[config.mk]
export PLATFORM = sky130hd
export DESIGN_NAME = cgapu_ram
export DESIGN_NICKNAME = d
export VERILOG_FILES = /design/src/hw/rtl/cgapu_ram.sv
export SDC_FILE = /design/constraint.sdc
export NUM_CORES = 2
export LEC_CHECK = 0
export BUFFER_PORTS_ARGS = -buffer_cell sky130_fd_sc_hd__buf_2
export CORE_UTILIZATION = 50
export DETAILED_ROUTE_END_ITERATION = 7
export HOLD_SLACK_MARGIN = 0.15
export MAX_ROUTING_LAYER = met4
export PLACE_DENSITY = 0.62
export SYNTH_ARGS = -nofsm -noshare
export SYNTH_HDL_FRONTEND = slang
export SYNTH_SLANG_ARGS = --single-unit
[constraint.sdc]
create_clock -name clk_i -period 8.5 [get_ports clk_i]
set_input_delay 1.7 -clock clk_i [delete_from_list [all_inputs] [get_ports clk_i]]
set_output_delay 1.7 -clock clk_i [all_outputs]
set_load 0.005 [all_outputs]
[src/hw/rtl/cgapu_ram.sv]
// Generic single-write, single-read synchronous RAM with registered read data.
`timescale 1ns / 1ps

module cgapu_ram #(
  parameter int unsigned WIDTH = 64,
  parameter int unsigned DEPTH = 64
) (
  input  logic                                        clk_i,
  input  logic                                        we_i,
  input  logic [(DEPTH > 1 ? $clog2(DEPTH) : 1)-1:0] waddr_i,
  input  logic [WIDTH-1:0]                            wdata_i,
  input  logic                                        re_i,
  input  logic [(DEPTH > 1 ? $clog2(DEPTH) : 1)-1:0] raddr_i,
  output logic [WIDTH-1:0]                            rdata_o
);

  logic [WIDTH-1:0] mem_q [DEPTH];
  logic [WIDTH-1:0] rdata_q;

  always_ff @(posedge clk_i) begin
    if (we_i) begin
      mem_q[waddr_i] <= wdata_i;
    end
    if (re_i) begin
      rdata_q <= mem_q[raddr_i];
    end
  end

  assign rdata_o = rdata_q;

endmodule

==> run metrics <==
Fillers=22400; top-area cell type share of the netlist area=0.796; worst-path maximum fanout=just over 80; WP data required=9.16 ns; CP Class=input pin to flip-flop; CTS Buf Count=414; initial antenna violation count=28; die area=0.316 mm²; clk root buf=clkbuf_16; Routed Antenna Nets=0; Final Power=42.7 mW; HP Start=mem_q[38][16]; final estimated routing congestion in global placement=0.799; RSZ-0062 raised after global routing=false; first-pass GRT wire length=slightly below 600000 µm; min Tclk post-route=4.40 ns; max-slew violations=0; number of flops mapped to enable cells by yosys=between 4000 and 5000; peak supply drop=209 µV; number of detailed-route iterations in the first pass=6; CTS Buffer Depth=4; Pwr Density=241 mW/mm²; Post-Route WL=428000 µm; Max Clock Freq=227 MHz; core box area=0.312 mm²; Mapped Nets=6677; drt initial violations=9652; vias in the first global route=75800; PnR worst setup slack=roughly 4.1 ns; GRT Total Usage=0.280; starting density of the core=0.503; top post-synthesis cells by area=edfxtp_1 80%, mux4_2 15%, mux2i_1 0.86%; FF+latch count, synth=about 4200; YS warnings=0; area grow syn2layout=12.7%; mapped cell area=0.157 mm²; input/output buffers=142; Post-CTS Hold Buffers=0; final setup skew=0.0632 ns; Main synth FF type=edfxtp_1; CP Launch Point=raddr_i[2]; most common cell after layout, fill and taps aside=edfxtp_1; Worst Tran Pin Value=1.27 ns; CP Cell Sequence=buf_8 > buf_4 > buf_4 > mux4_2 > mux2i_1 > nand2_1 > a31oi_1 > a211oi_1; design area=0.177 mm²; DP HPWL=roughly 220000 µm; Synth Area per Inst=23.8 µm²; Mapped Cells=roughly 6600; Setup violations, final=0; Static Leakage=54.9 nW; Synth area leader=edfxtp_1; clock-pin slew on the worst setup and hold paths=0.06 ns; residual DRC count=0; area post-placement=0.164 mm²; worst skew pair latency=0.98 ns; Final Hold Viols=0; total negative slack=0 ns; reg2reg start=mem_q[38][58]; status=complete, no violations; Top Ports=143; Startpoint Class=input pin; DR vias=75500; total grt overflow=0; commonest non-fill, non-tap cells in the layout=4160 x edfxtp_1, 1024 x mux4_2, 416 x clkbuf_16, 168 x a22oi_1, 160 x buf_4; Die Y=roughly 560 µm; Seq/Total Area, Yosys=0.796; total clock sinks=4160; # resized after CTS=0; die width=562 µm; DR vias/cell=approximately 6.6; WL/cell=37.3 µm; cell repeated most along the worst path=buf_4; Max-slew headroom=0.156; DP Worst Slack=~3.2 ns; largest net degree at the start of global routing=120; post-CTS setup buffers=0; ys async rst share=0; final-stage net count=7064; Hold Crit Class=flip-flop to flip-flop; Max-cap violations=0; Crit. End Element=flip-flop; Critical Path Slowest Stage Cell=buf_4; CP peak stage delay=0.72 ns; hold path depth=4; post-synth cell types=32; TritonCTS clock tree=built; period utilization=0.518; R2R cell count=4; share of layout cells above drive strength 1=0.279; row count=~210; worst path arrival time=5.07 ns; H-tree depth=5
==> layout make-up <==
cell class | count | area, µm² | area share
inverter | 19 | 71.3 | 0.000403
antenna | 18 | 45.0 | 0.000255
clock buffer | 496 | 10700 | 0.0605
tap | 4140 | 5180 | 0.0293
clock inverter | 251 | 2530 | 0.0143
multi-input combinational | 2049 | 30800 | 0.174
timing repair buffer | 341 | 2740 | 0.0155
sequential | 4160 | 125000 | 0.706
==> path summary, 6_finish.rpt <==
kind / endpoint / slack (ns)
max reg2reg: rdata_o[58] / 6.32
min: rdata_o[16] / 0.88
max: rdata_o[38] / 4.10
min reg2reg: rdata_o[16] / 0.88
==> cell families (layout without fill, tap and decap cells) <==
group | count (synthesis) | in the layout | share of synthesized area
flip-flops | 4160 | 4160 | 0.796
AND/OR/NAND/NOR | 386 | 386 | 0.0123
other | 0 | 18 | 0
buffers and inverters | 389 | 1107 | 0.0118
multiplexers | 1159 | 1159 | 0.156
AO/OA/AOI/OAI | 504 | 504 | 0.0247
==> registers in the layout (all words and copies together), names as in the netlist <==
name	count
mem_q	4096
rdata_o	64
==> synth_stat cells, types with 18 or more instances <==
library cell	number
edfxtp_1	4160
mux4_2	1024
buf_2	170
a22oi_1	168
clkbuf_1	140
mux2i_1	135
nor2_1	112
a22o_1	88
o22ai_1	83
and3_1	64
a211oi_1	63
nand2_1	58
nand3_1	45
o221ai_1	38
buf_4	34
or3_1	29
nor2b_1	28
or2_2	28
a41oi_1	26
buf_1	20
a2bb2oi_1	19
inv_1	19
a31oi_1	18
==> critical path, delay by kind of cell <==
kind	cells	cell delay, ns
buf+inv	3	1.89
mux	2	0.61
compound gates	2	0.47
simple gates	1	0.10
==> routing by layer <==
metal / GRT usage / up-vias / wire length [µm]
met5: - / - / 0
met4: 0.0774 / 0 / 13100
met3: 0.0476 / 683 / 38900
met2: 0.437 / 3846 / 209000
met1: 0.385 / 41600 / 167000
li1: - / 29300 / -
==> report_power, final <==
part           internal, mW  switching [mW]  leakage [nW]  total (mW)
combinational         0.689            1.20          10.9        1.89
sequential             22.8          0.0817          37.5        22.8
clock                  10.2            7.76          6.44        17.9
total                  33.6            9.04          54.9        42.7
==> metrics by stage <==
| step | util | instances | hold slack, ns |
|---|---|---|---|
| after global routing | 0.567 | 11500 | 0.923 |
| after CTS | 0.567 | 11500 | 0.876 |
| after detailed placement | 0.524 | 10700 | 0.924 |
| after global placement | 0.524 | 10700 | 0.908 |
| final | 0.567 | 11500 | 0.879 |
| after floorplan | - | 6598 | 0.865 |
(Power assumes the default switching activity.)
